<file path="config.mk">
export PLATFORM = sky130hd
export DESIGN_NAME = ink_bounding_box_finder_unit
export DESIGN_NICKNAME = d
export VERILOG_FILES = /design/src/rtl/core/ibbf_pkg.sv /design/src/rtl/core/ink_bounding_box_finder_unit.sv /design/src/rtl/core/ibbf_pixel_in.sv /design/src/rtl/core/ibbf_tracker.sv /design/src/rtl/core/ibbf_out_reg.sv
export SDC_FILE = /design/constraint.sdc
export NUM_CORES = 1
export LEC_CHECK = 0
export CELL_PAD_IN_SITES_DETAIL_PLACEMENT = 2
export CELL_PAD_IN_SITES_GLOBAL_PLACEMENT = 2
export CORE_ASPECT_RATIO = 1.4
export CORE_MARGIN = 5
export CORE_UTILIZATION = 33
export CTS_CLUSTER_DIAMETER = 200
export CTS_CLUSTER_SIZE = 16
export DETAILED_ROUTE_END_ITERATION = 16
export DONT_BUFFER_PORTS = 1
export HOLD_SLACK_MARGIN = 0.02
export PLACE_DENSITY_LB_ADDON = 0.1
export SYNTH_ARGS = -nofsm -noshare
export SYNTH_HDL_FRONTEND = slang
export SYNTH_SLANG_ARGS = --single-unit
</file>
<file path="constraint.sdc">
create_clock -name clk -period 7.1 [get_ports clk]
set_clock_uncertainty 0.15 [all_clocks]
set_input_delay 1.065 -clock clk [delete_from_list [all_inputs] [get_ports clk]]
set_output_delay 1.065 -clock clk [all_outputs]
set_load 0.03 [all_outputs]
</file>
<file path="src/rtl/core/ibbf_pkg.sv">
package ibbf_pkg;

	// largest frame side, larger register values are clipped to it
	localparam int MAX_DIM = 1024;

	// pixel channel level that means paper, not ink
	localparam logic [7:0] WHITE_LEVEL = 8'hFF;

	localparam int CHAN_W = 8;
	localparam int DIM_W  = 11;
	localparam int BOX_X_W = 11;
	localparam int BOX_Y_W = 10;
	localparam int BOX_W_W = 11;
	localparam int BOX_H_W = 11;

	localparam int S_TDATA_W = 24;
	localparam int M_TDATA_W = 48;
	localparam int M_PAD_W   = M_TDATA_W - BOX_X_W - BOX_Y_W - BOX_W_W - BOX_H_W;

	localparam int CFG_IDX_W = 1;
	localparam logic [CFG_IDX_W-1:0] REG_FRAME_WIDTH  = 1'd0;
	localparam logic [CFG_IDX_W-1:0] REG_FRAME_HEIGHT = 1'd1;

	localparam logic [DIM_W-1:0] FRAME_WIDTH_RESET  = 11'd64;
	localparam logic [DIM_W-1:0] FRAME_HEIGHT_RESET = 11'd64;

	typedef struct packed {
		logic valid;
		logic ink;
	} pix_t;

	typedef struct packed {
		logic [BOX_X_W-1:0] box_x;
		logic [BOX_Y_W-1:0] box_y;
		logic [BOX_W_W-1:0] box_w;
		logic [BOX_H_W-1:0] box_h;
	} box_t;

	typedef struct packed {
		logic load;
		box_t box;
	} res_t;

endpackage

</file>
<file path="src/rtl/core/ink_bounding_box_finder_unit.sv">
// Ink bounding box finder: takes one RGB pixel per clock in raster order over a frame of
// frame_width by frame_height pixels (register 0 and 1 on the cfg port, 0 counts as 1 and
// values above 1024 count as 1024) and, on the last pixel of each frame, returns one
// result with the box around every pixel that is not pure white: box_x the leftmost ink
// column, box_y the first ink row, box_w the last ink column minus box_x, and box_h the
// latest blank row that follows an ink row (or the height) minus box_y. A blank frame gives
// box_x equal to the width, box_y 0, box_w the negated width and box_h the height. The block
// sustains one pixel per clock: a pixel register feeds the running min/max tracker, whose
// update is combinational compares, and the box lands in an output register as the tracker
// takes the last pixel in. While a box waits on m_tready the block keeps taking pixels
// of the next frame and only stalls on the last pixel of that frame. Write the registers
// only while no pixel is in flight; they take effect on the next pixel.
module ink_bounding_box_finder_unit (
	input  logic                              clk,
	input  logic                              arst_n,

	// pixel request stream
	input  logic                              s_tvalid,
	output logic                              s_tready,
	input  logic [ibbf_pkg::S_TDATA_W-1:0]    s_tdata,   // red [7:0], green [15:8], blue [23:16]

	// box result stream
	output logic                              m_tvalid,
	input  logic                              m_tready,
	output logic [ibbf_pkg::M_TDATA_W-1:0]    m_tdata,   // box_x, box_y, box_w, box_h, zero pad

	// register write port
	input  logic                              cfg_valid,
	output logic                              cfg_ready,
	input  logic [ibbf_pkg::CFG_IDX_W-1:0]    cfg_index,
	input  logic [ibbf_pkg::DIM_W-1:0]        cfg_data
);

	logic [ibbf_pkg::DIM_W-1:0] frame_width_q;
	logic [ibbf_pkg::DIM_W-1:0] frame_height_q;

	ibbf_pkg::pix_t pix;
	ibbf_pkg::res_t res;
	logic           advance;
	logic           out_free;

	// register writes are always taken
	assign cfg_ready = 1'b1;

	always_ff @(posedge clk or negedge arst_n) begin
		if (!arst_n) begin
			frame_width_q  <= ibbf_pkg::FRAME_WIDTH_RESET;
			frame_height_q <= ibbf_pkg::FRAME_HEIGHT_RESET;
		end else if (cfg_valid && cfg_ready) begin
			case (cfg_index)
				ibbf_pkg::REG_FRAME_WIDTH: begin
					frame_width_q <= cfg_data;
				end
				ibbf_pkg::REG_FRAME_HEIGHT: begin
					frame_height_q <= cfg_data;
				end
				default: begin
				end
			endcase
		end
	end

	// pixel register with ink classification
	ibbf_pixel_in u_pixel_in (
		.clk      (clk),
		.arst_n   (arst_n),
		.s_tvalid (s_tvalid),
		.s_tready (s_tready),
		.s_tdata  (s_tdata),
		.advance  (advance),
		.pix      (pix)
	);

	// column / row counters and running extents
	ibbf_tracker u_tracker (
		.clk          (clk),
		.arst_n       (arst_n),
		.pix          (pix),
		.frame_width  (frame_width_q),
		.frame_height (frame_height_q),
		.out_free     (out_free),
		.advance      (advance),
		.res          (res)
	);

	// result register toward the consumer
	ibbf_out_reg u_out_reg (
		.clk      (clk),
		.arst_n   (arst_n),
		.res      (res),
		.out_free (out_free),
		.m_tvalid (m_tvalid),
		.m_tready (m_tready),
		.m_tdata  (m_tdata)
	);

endmodule

</file>
<file path="src/rtl/core/ibbf_pixel_in.sv">
module ibbf_pixel_in (
	input  logic                            clk,
	input  logic                            arst_n,
	input  logic                            s_tvalid,
	output logic                            s_tready,
	input  logic [ibbf_pkg::S_TDATA_W-1:0]  s_tdata,  // red, green, blue from bit 0 up
	input  logic                            advance,
	output ibbf_pkg::pix_t                  pix
);

	logic valid_s1;
	logic ink_s1;
	logic ink;

	// ink unless all three channels are white
	assign ink = !(s_tdata[7:0] == ibbf_pkg::WHITE_LEVEL &&
		s_tdata[15:8] == ibbf_pkg::WHITE_LEVEL &&
		s_tdata[23:16] == ibbf_pkg::WHITE_LEVEL);

	assign s_tready = !valid_s1 || advance;

	always_ff @(posedge clk or negedge arst_n) begin
		if (!arst_n) begin
			valid_s1 <= 1'b0;
		end else if (s_tready) begin
			valid_s1 <= s_tvalid;
		end
	end

	always_ff @(posedge clk) begin
		if (s_tvalid && s_tready) begin
			ink_s1 <= ink;
		end
	end

	assign pix.valid = valid_s1;
	assign pix.ink   = ink_s1;

endmodule

</file>
<file path="src/rtl/core/ibbf_tracker.sv">
module ibbf_tracker (
	input  logic                        clk,
	input  logic                        arst_n,
	input  ibbf_pkg::pix_t              pix,
	input  logic [ibbf_pkg::DIM_W-1:0]  frame_width,
	input  logic [ibbf_pkg::DIM_W-1:0]  frame_height,
	input  logic                        out_free,
	output logic                        advance,
	output ibbf_pkg::res_t              res
);

	localparam int CW = $clog2(ibbf_pkg::MAX_DIM);
	localparam int DW = $clog2(ibbf_pkg::MAX_DIM + 1);
	localparam int EW = (DW > ibbf_pkg::DIM_W) ? DW : ibbf_pkg::DIM_W;
	localparam logic [EW-1:0] MAX_E = EW'(ibbf_pkg::MAX_DIM);
	localparam logic [DW-1:0] MAX_D = DW'(ibbf_pkg::MAX_DIM);

	logic [CW-1:0] col_q, row_q, max_q, first_row_q, bottom_q;
	logic [DW-1:0] min_q;
	logic          row_ink_q, prev_blank_q, first_found_q, bottom_found_q;

	logic [EW-1:0] w_ext, h_ext, w_clip, h_clip;
	logic [DW-1:0] w_eff, h_eff;
	logic          row_end, frame_end, row_ink;

	logic [CW-1:0] max_n, first_row_n, bottom_n;
	logic [DW-1:0] min_n;
	logic          first_found_n, bottom_found_n;

	logic [DW-1:0] x_sel;
	logic [CW-1:0] y_sel;
	logic [DW-1:0] bottom_sel;
	logic [EW-1:0] w_diff, h_diff, x_ext, y_ext;

	// zero counts as one, above the limit counts as the limit
	assign w_ext  = EW'(frame_width);
	assign h_ext  = EW'(frame_height);
	assign w_clip = (w_ext == '0) ? EW'(1) : ((w_ext > MAX_E) ? MAX_E : w_ext);
	assign h_clip = (h_ext == '0) ? EW'(1) : ((h_ext > MAX_E) ? MAX_E : h_ext);
	assign w_eff  = w_clip[DW-1:0];
	assign h_eff  = h_clip[DW-1:0];

	assign row_end   = !(EW'(col_q) + EW'(1) < EW'(w_eff));
	assign frame_end = row_end && !(EW'(row_q) + EW'(1) < EW'(h_eff));
	assign row_ink   = row_ink_q || pix.ink;

	assign advance = pix.valid && (!frame_end || out_free);

	always_comb begin
		min_n          = min_q;
		max_n          = max_q;
		first_row_n    = first_row_q;
		first_found_n  = first_found_q;
		bottom_n       = bottom_q;
		bottom_found_n = bottom_found_q;
		if (pix.ink) begin
			if (DW'(col_q) < min_q) begin
				min_n = DW'(col_q);
			end
			if (col_q > max_q) begin
				max_n = col_q;
			end
		end
		if (row_end) begin
			if (row_ink) begin
				if (!first_found_q) begin
					first_row_n   = row_q;
					first_found_n = 1'b1;
				end
			end else if (!prev_blank_q) begin
				bottom_n       = row_q;
				bottom_found_n = 1'b1;
			end
		end
	end

	// box from the values that include this last pixel
	assign x_sel      = first_found_n ? min_n : w_eff;
	assign y_sel      = first_found_n ? first_row_n : '0;
	assign bottom_sel = bottom_found_n ? DW'(bottom_n) : h_eff;
	assign x_ext      = EW'(x_sel);
	assign y_ext      = EW'(y_sel);
	assign w_diff     = EW'(max_n) - x_ext;
	assign h_diff     = EW'(bottom_sel) - y_ext;

	assign res.load      = advance && frame_end;
	assign res.box.box_x = x_ext[ibbf_pkg::BOX_X_W-1:0];
	assign res.box.box_y = y_ext[ibbf_pkg::BOX_Y_W-1:0];
	assign res.box.box_w = w_diff[ibbf_pkg::BOX_W_W-1:0];
	assign res.box.box_h = h_diff[ibbf_pkg::BOX_H_W-1:0];

	always_ff @(posedge clk or negedge arst_n) begin
		if (!arst_n) begin
			col_q          <= '0;
			row_q          <= '0;
			row_ink_q      <= 1'b0;
			prev_blank_q   <= 1'b1;
			min_q          <= MAX_D;
			max_q          <= '0;
			first_row_q    <= '0;
			first_found_q  <= 1'b0;
			bottom_q       <= '0;
			bottom_found_q <= 1'b0;
		end else if (advance) begin
			if (frame_end) begin
				col_q          <= '0;
				row_q          <= '0;
				row_ink_q      <= 1'b0;
				prev_blank_q   <= 1'b1;
				min_q          <= MAX_D;
				max_q          <= '0;
				first_row_q    <= '0;
				first_found_q  <= 1'b0;
				bottom_q       <= '0;
				bottom_found_q <= 1'b0;
			end else begin
				min_q          <= min_n;
				max_q          <= max_n;
				first_row_q    <= first_row_n;
				first_found_q  <= first_found_n;
				bottom_q       <= bottom_n;
				bottom_found_q <= bottom_found_n;
				if (row_end) begin
					col_q        <= '0;
					row_q        <= row_q + CW'(1);
					row_ink_q    <= 1'b0;
					prev_blank_q <= !row_ink;
				end else begin
					col_q     <= col_q + CW'(1);
					row_ink_q <= row_ink;
				end
			end
		end
	end

	a_frame_restart: assert property (@(posedge clk) disable iff (!arst_n)
		res.load |=> col_q == '0 && row_q == '0 && !first_found_q && !bottom_found_q)
		else $error("tracker state not cleared after frame end");

	a_bottom_after_ink: assert property (@(posedge clk) disable iff (!arst_n)
		bottom_found_q |-> first_found_q)
		else $error("bottom row found before any ink row");

	a_found_has_column: assert property (@(posedge clk) disable iff (!arst_n)
		first_found_q |-> min_q < MAX_D)
		else $error("ink row found without an ink column");

endmodule

</file>
<file path="src/rtl/core/ibbf_out_reg.sv">
module ibbf_out_reg (
	input  logic                            clk,
	input  logic                            arst_n,
	input  ibbf_pkg::res_t                  res,
	output logic                            out_free,
	output logic                            m_tvalid,
	input  logic                            m_tready,
	output logic [ibbf_pkg::M_TDATA_W-1:0]  m_tdata  // box_x, box_y, box_w, box_h from bit 0 up
);

	logic           valid_q;
	ibbf_pkg::box_t box_q;

	assign out_free = !valid_q || m_tready;

	always_ff @(posedge clk or negedge arst_n) begin
		if (!arst_n) begin
			valid_q <= 1'b0;
		end else if (res.load) begin
			valid_q <= 1'b1;
		end else if (m_tready) begin
			valid_q <= 1'b0;
		end
	end

	always_ff @(posedge clk) begin
		if (res.load) begin
			box_q <= res.box;
		end
	end

	assign m_tvalid = valid_q;
	assign m_tdata  = {{ibbf_pkg::M_PAD_W{1'b0}}, box_q.box_h, box_q.box_w,
		box_q.box_y, box_q.box_x};

	a_no_overwrite: assert property (@(posedge clk) disable iff (!arst_n)
		res.load |-> !valid_q || m_tready)
		else $error("result loaded over one not yet taken");

endmodule

</file>
Yosys cells after proc, flatten, opt, wreduce, memory -nomap -nowiden:

Cells that the tools add are included.

* register bits: 133
* input bits: 41
* output and inout port bits: 51
* word-level logic and storage cells: 97

* add/subtract/negate cells: 6
* $lt $le $gt $ge: 6
* equality and inequality tests: 4
* multiplexer cells: 38
* bitwise operators: 1
* reductions and logical operators: 23

Operators with widths (count)
* $mux W10: 16
* $mux W11: 9
* $eq A8 B8 Y1 const B: 3
* $add A10 B1 Y11 const B: 2
* $gt A11 B11 Y1 const B: 2
* $logic_not A11 Y1: 2
* $lt A11 B11 Y1: 2
* $add A10 B1 Y10 const B: 2
* $mux W1: 13
* $lt A10 B11 Y1: 1
* $sub A10 B11 Y11: 1
* $sub A11 B10 Y11: 1
* $gt A10 B10 Y1: 1
* $logic_not A1 Y1: 7
* $logic_and A1 B1 Y1: 6
* $reduce_and A2 Y1: 3
* $logic_or A1 B1 Y1: 4
* $ne A2 B1 Y1 const B: 1
* $reduce_bool A2 Y1: 1
* $not A1 Y1: 1

Depth between registers and ports, before layout:

* depth in word-level cells: 11
* gate-level depth with buffers: 26
* depth with buffers taken out: 25

Hierarchy:

From an unflattened synthesis, not the netlist that was laid out.

* cells, all modules: 838
* area total of the unflattened synthesis: 8186.6 um^2

Modules (own cells, without submodules)
* ibbf_tracker: times used 1, cells each 720, area an instance 5776.8 um^2, sequential area each 1629.1 um^2
* ibbf_out_reg: times used 1, cells each 52, area an instance 1380.1 um^2, sequential area each 1316.3 um^2
* ink_bounding_box_finder_unit: times used 1, cells each 50, area an instance 889.6 um^2, sequential area each 553.0 um^2
* ibbf_pixel_in: times used 1, cells each 16, area an instance 140.1 um^2, sequential area each 55.1 um^2

Worst setup path after synthesis:

OpenSTA, ideal clock, no wires.

* path kind: flip-flop to flip-flop
* from: register u_tracker.col_q[1]
* to: register u_out_reg.box_q (netlist bit u_out_reg.m_tdata[42]) (data pin)
* library setup time: 266 ps
* arrival: 4881 ps
* required time: 6684 ps
* setup slack: 1803 ps
* stages on the path, launching flop included: 26
* path buffers: 1
* clock period less this slack: 5297 ps
* cell sequence: dfrtp_1 -> ha_1 -> nand3_1 -> nor2_1 -> nand3_1 -> xnor2_1 -> ha_1 -> and4_1 -> o211ai_1 -> a31oi_1 -> a211oi_1 -> or3_1 -> clkbuf_1 -> o21ai_0 -> ha_1 -> fa_1 -> nor2b_1 -> o21ai_0 -> a21boi_0 -> o21ai_0 -> a21boi_0 -> o21ai_0 -> nand2b_1 -> a21o_1 -> a21oi_1 -> xor2_1

RTL lines
* from (decl): RTL line ibbf_tracker.sv:18 `logic [CW-1:0] col_q, row_q, max_q, first_row_q, bottom_q;`
* from (signal assigned): RTL line ibbf_tracker.sv:129 `col_q <= col_q + CW'(1);`
* to (signal assigned): RTL line ibbf_out_reg.sv:28 `box_q <= res.box;`
* to (decl): RTL line ibbf_out_reg.sv:12 `ibbf_pkg::box_t box_q;`

==> out/results.tsv <==
metric	value	unit
status	finished clean	
worst-path maximum fanout	12	
Remaining DRCs	0	
CTS clk-pin slew, worst paths	60	ps
vias in the first global route	7199	
Core Util, Final	37.0	%
drt via density	5.48	
total track usage	19.4	%
Pwr Density	582	nW/µm²
Max Slew Vio Count	0	
Port Buffer Count	0	
Die W	141	µm
Ys Warns	0	
worst-margin pin slew	1150	ps
IR drop worst, VDD	0.000261	V
Yosys cell types	60	
sequential fraction of the synthesis area	44.6	%
Final Hold Viols	0	
FF+latch count, synth	133	
slew margin rel.	23.4	%
Final nets	935	
standard-cell rows	67	
via count	6349	
DP HPWL	19800	µm
Post-synth ARST share	66.9	%
CTS Hold Bufs	0	
Hold WC Path Type	primary input to asynchronous set/reset pin	
height of the chip	194	µm
core area	23900	µm²
WP data required	7120	ps
die area	27400	µm²
max cap viols	0	
Comb pwr share	54.8	%
Setup CP Type	register to register	
CTS tree	built	
postcts setup bufs	0	
commonest non-fill, non-tap cell in the layout	nand2_1	
Synth Instances	852	
antenna fix cells	0	
P&R area growth vs syn	11.0	%
Seq pwr share	27.6	%
P_leak	3.76	nW
Setup TNS	0	ps
Clk network pwr share	17.6	%
prevailing post-synth register cell	dfrtp_1	
Routed Antenna Nets	0	
number of synthesized flops with an enable pin	44	
Tmin final	6210	ps
clock root buffer master	clkbuf_16	
Switch Pwr	0.00233	W
FMAX	161	MHz
post_cts resized	0	
DR iter-0 viols	243	
Total Wirelength	26200	µm
CTS Buf Count	17	
gr ovfl total	0	
Switching Share	45.2	%
period utilisation layout	87.5	%
RSZ-0062 raised after global routing	false	
pin count of the biggest net entering global routing	90	
Worst setup SP type	register	
routability cong.	0.813	
WHS	179	ps
syn avg cell area	9.35	µm²
share of layout cells above drive strength 1	9.67	%
Worst-Skew Late Latency	430	ps
commonest non-fill, non-tap cells in the layout	nand2_1, dfrtp_1, o21ai_0, inv_1, ha_1	
Sink Count	133	
Critical Path Sink Type	register	
first-pass detailed-route iteration total	4	
first-pass GRT wire length	41200	µm
initial core utilization	33.3	%
Post-Place Worst Slack	840	ps
antenna violations before repair	0	
Internal	0.00282	W
FILL cells	2677	
IO Pins	92	
mapped cell area	7970	µm²
Final setup viols	0	
H-tree levels	4	
routed len/inst	22.7	µm
worst-case clock buffer depth	2	
CP arrival	6230	ps
final setup margin	887	ps
state kept, by name, indices dropped and copies added (netlist names):
signal,cells
frame_height_q,11
frame_width_q,11
u_out_reg.m_tdata,43
u_out_reg.m_tvalid,1
u_pixel_in.ink_s1,1
u_pixel_in.valid_s1,1
u_tracker.bottom_found_q,1
u_tracker.bottom_q,10
u_tracker.col_q,10
u_tracker.first_found_q,1
u_tracker.first_row_q,10
u_tracker.max_q,10
u_tracker.min_q,11
u_tracker.prev_blank_q,1
u_tracker.row_ink_q,1
u_tracker.row_q,10
power groups by stage:
| stage | clock (W) | combinational [W] | sequential [W] |
|---|---|---|---|
| 6_report | 0.000903 | 0.00282 | 0.00142 |
| 4_1_cts | 0.000928 | 0.00288 | 0.00143 |
| 5_1_grt | 0.000968 | 0.00314 | 0.00145 |
| 3_3_place_gp | 0 | 0.00266 | 0.00143 |
| 2_1_floorplan | 0 | 0.00215 | 0.00128 |
| 3_5_place_dp | 0 | 0.00284 | 0.00144 |
logic make-up (layout without fill, tap and decap cells):
kind of cell	Yosys count	after routing	share of synthesized area [%]
muxes	29	29	4.04
xor gates and xnor gates	32	32	3.52
DFF	133	133	44.6
AOI/OAI and AO/OA	204	204	16.3
other	2	6	0.0943
and+or+nand+nor	282	282	16.1
adders and majority gates	63	63	10.0
buffers and inverters	107	99	5.36
through the flow:
| step | area [µm²] | std cells | total power, W |
|---|---|---|---|
| 2_1_floorplan | 7980 | 856 | 0.00343 |
| 3_3_place_gp | 8250 | 1126 | 0.00409 |
| 3_5_place_dp | 8250 | 1126 | 0.00428 |
| 4_1_cts | 8850 | 1158 | 0.00523 |
| 5_1_grt | 8850 | 1158 | 0.00555 |
| 6_report | 8850 | 1158 | 0.00514 |
worst paths after layout:
path                                     from               endpoint  slack [ps]  cells after the start
setup reg to reg           u_tracker.col_q[1]  u_out_reg.m_tdata[42]         890                     25
max in group asynchronous              arst_n      frame_height_q[6]        6370                      0
hold reg to reg            u_tracker.max_q[1]     u_tracker.max_q[1]         350                      2
min in group clk           u_tracker.max_q[1]     u_tracker.max_q[1]         350                      2
hold / removal                         arst_n     u_tracker.min_q[3]         180                      0
setup / recovery           u_tracker.col_q[1]  u_out_reg.m_tdata[42]         890                     25
layer usage:
layer | GRT usage, % | up-vias | share of wire, %
li1 | - | 2959 | -
met3 | 3.58 | 46 | 2.3
met1 | 19.6 | 3266 | 36
met4 | 8.51 | 0 | 4.0
met2 | 37.6 | 78 | 57
met5 | 0 | - | 0
final cells by class:
| type | count | area, µm² | area share, % |
|---|---|---|---|
| multi-input combinational | 616 | 4030 | 45.6 |
| inverter | 60 | 225 | 2.55 |
| clock buffer | 21 | 470 | 5.32 |
| clock inverter | 11 | 125 | 1.41 |
| tap | 310 | 388 | 4.38 |
| timing repair buffer | 7 | 52.6 | 0.594 |
| sequential | 133 | 3550 | 40.2 |
worst max-delay path: stages (launching register included):
cell and delay, ps:
dfrtp_1 510, ha_1 250, nand3_1 120, nor2_1 280, nand3_1 140, xnor2_1 180
ha_1 320, and4_1 270, o211ai_1 120, a31oi_1 190, a211oi_2 80, or3_1 550
o311ai_0 210, o21ai_0 290, ha_1 320, fa_1 410, nor2b_1 120, o21ai_0 110
a21boi_0 280, o21ai_0 170, a21boi_0 260, o21ai_0 120, nand2b_1 120, a21o_1 140
a21oi_1 80, xor2_1 160
Yosys cell counts, types with 5 or more instances:
| cell type | number | area (µm²) |
|---|---|---|
| mux2_2 | 25 | 282 |
| edfxtp_1 | 44 | 1320 |
| a21oi_1 | 36 | 180 |
| nand2_1 | 131 | 492 |
| dfrtp_1 | 85 | 2130 |
| xnor2_1 | 18 | 158 |
| clkbuf_1 | 37 | 139 |
| a21o_1 | 7 | 52.6 |
| buf_4 | 6 | 45.0 |
| nor2_1 | 47 | 176 |
| a31oi_1 | 6 | 37.5 |
| nand2b_1 | 13 | 81.3 |
| and4_1 | 6 | 52.6 |
| a22oi_1 | 21 | 158 |
| inv_1 | 59 | 221 |
| nor2b_1 | 11 | 68.8 |
| nand3_1 | 41 | 205 |
| nand4_1 | 8 | 50.1 |
| o21ai_0 | 76 | 380 |
| a211oi_1 | 5 | 37.5 |
| nor3_1 | 7 | 35.0 |
| xor2_1 | 14 | 123 |
| o21a_1 | 6 | 45.0 |
| a22o_1 | 16 | 140 |
| ha_1 | 57 | 713 |
| and3_1 | 5 | 31.3 |
(Power assumes the default switching activity.)
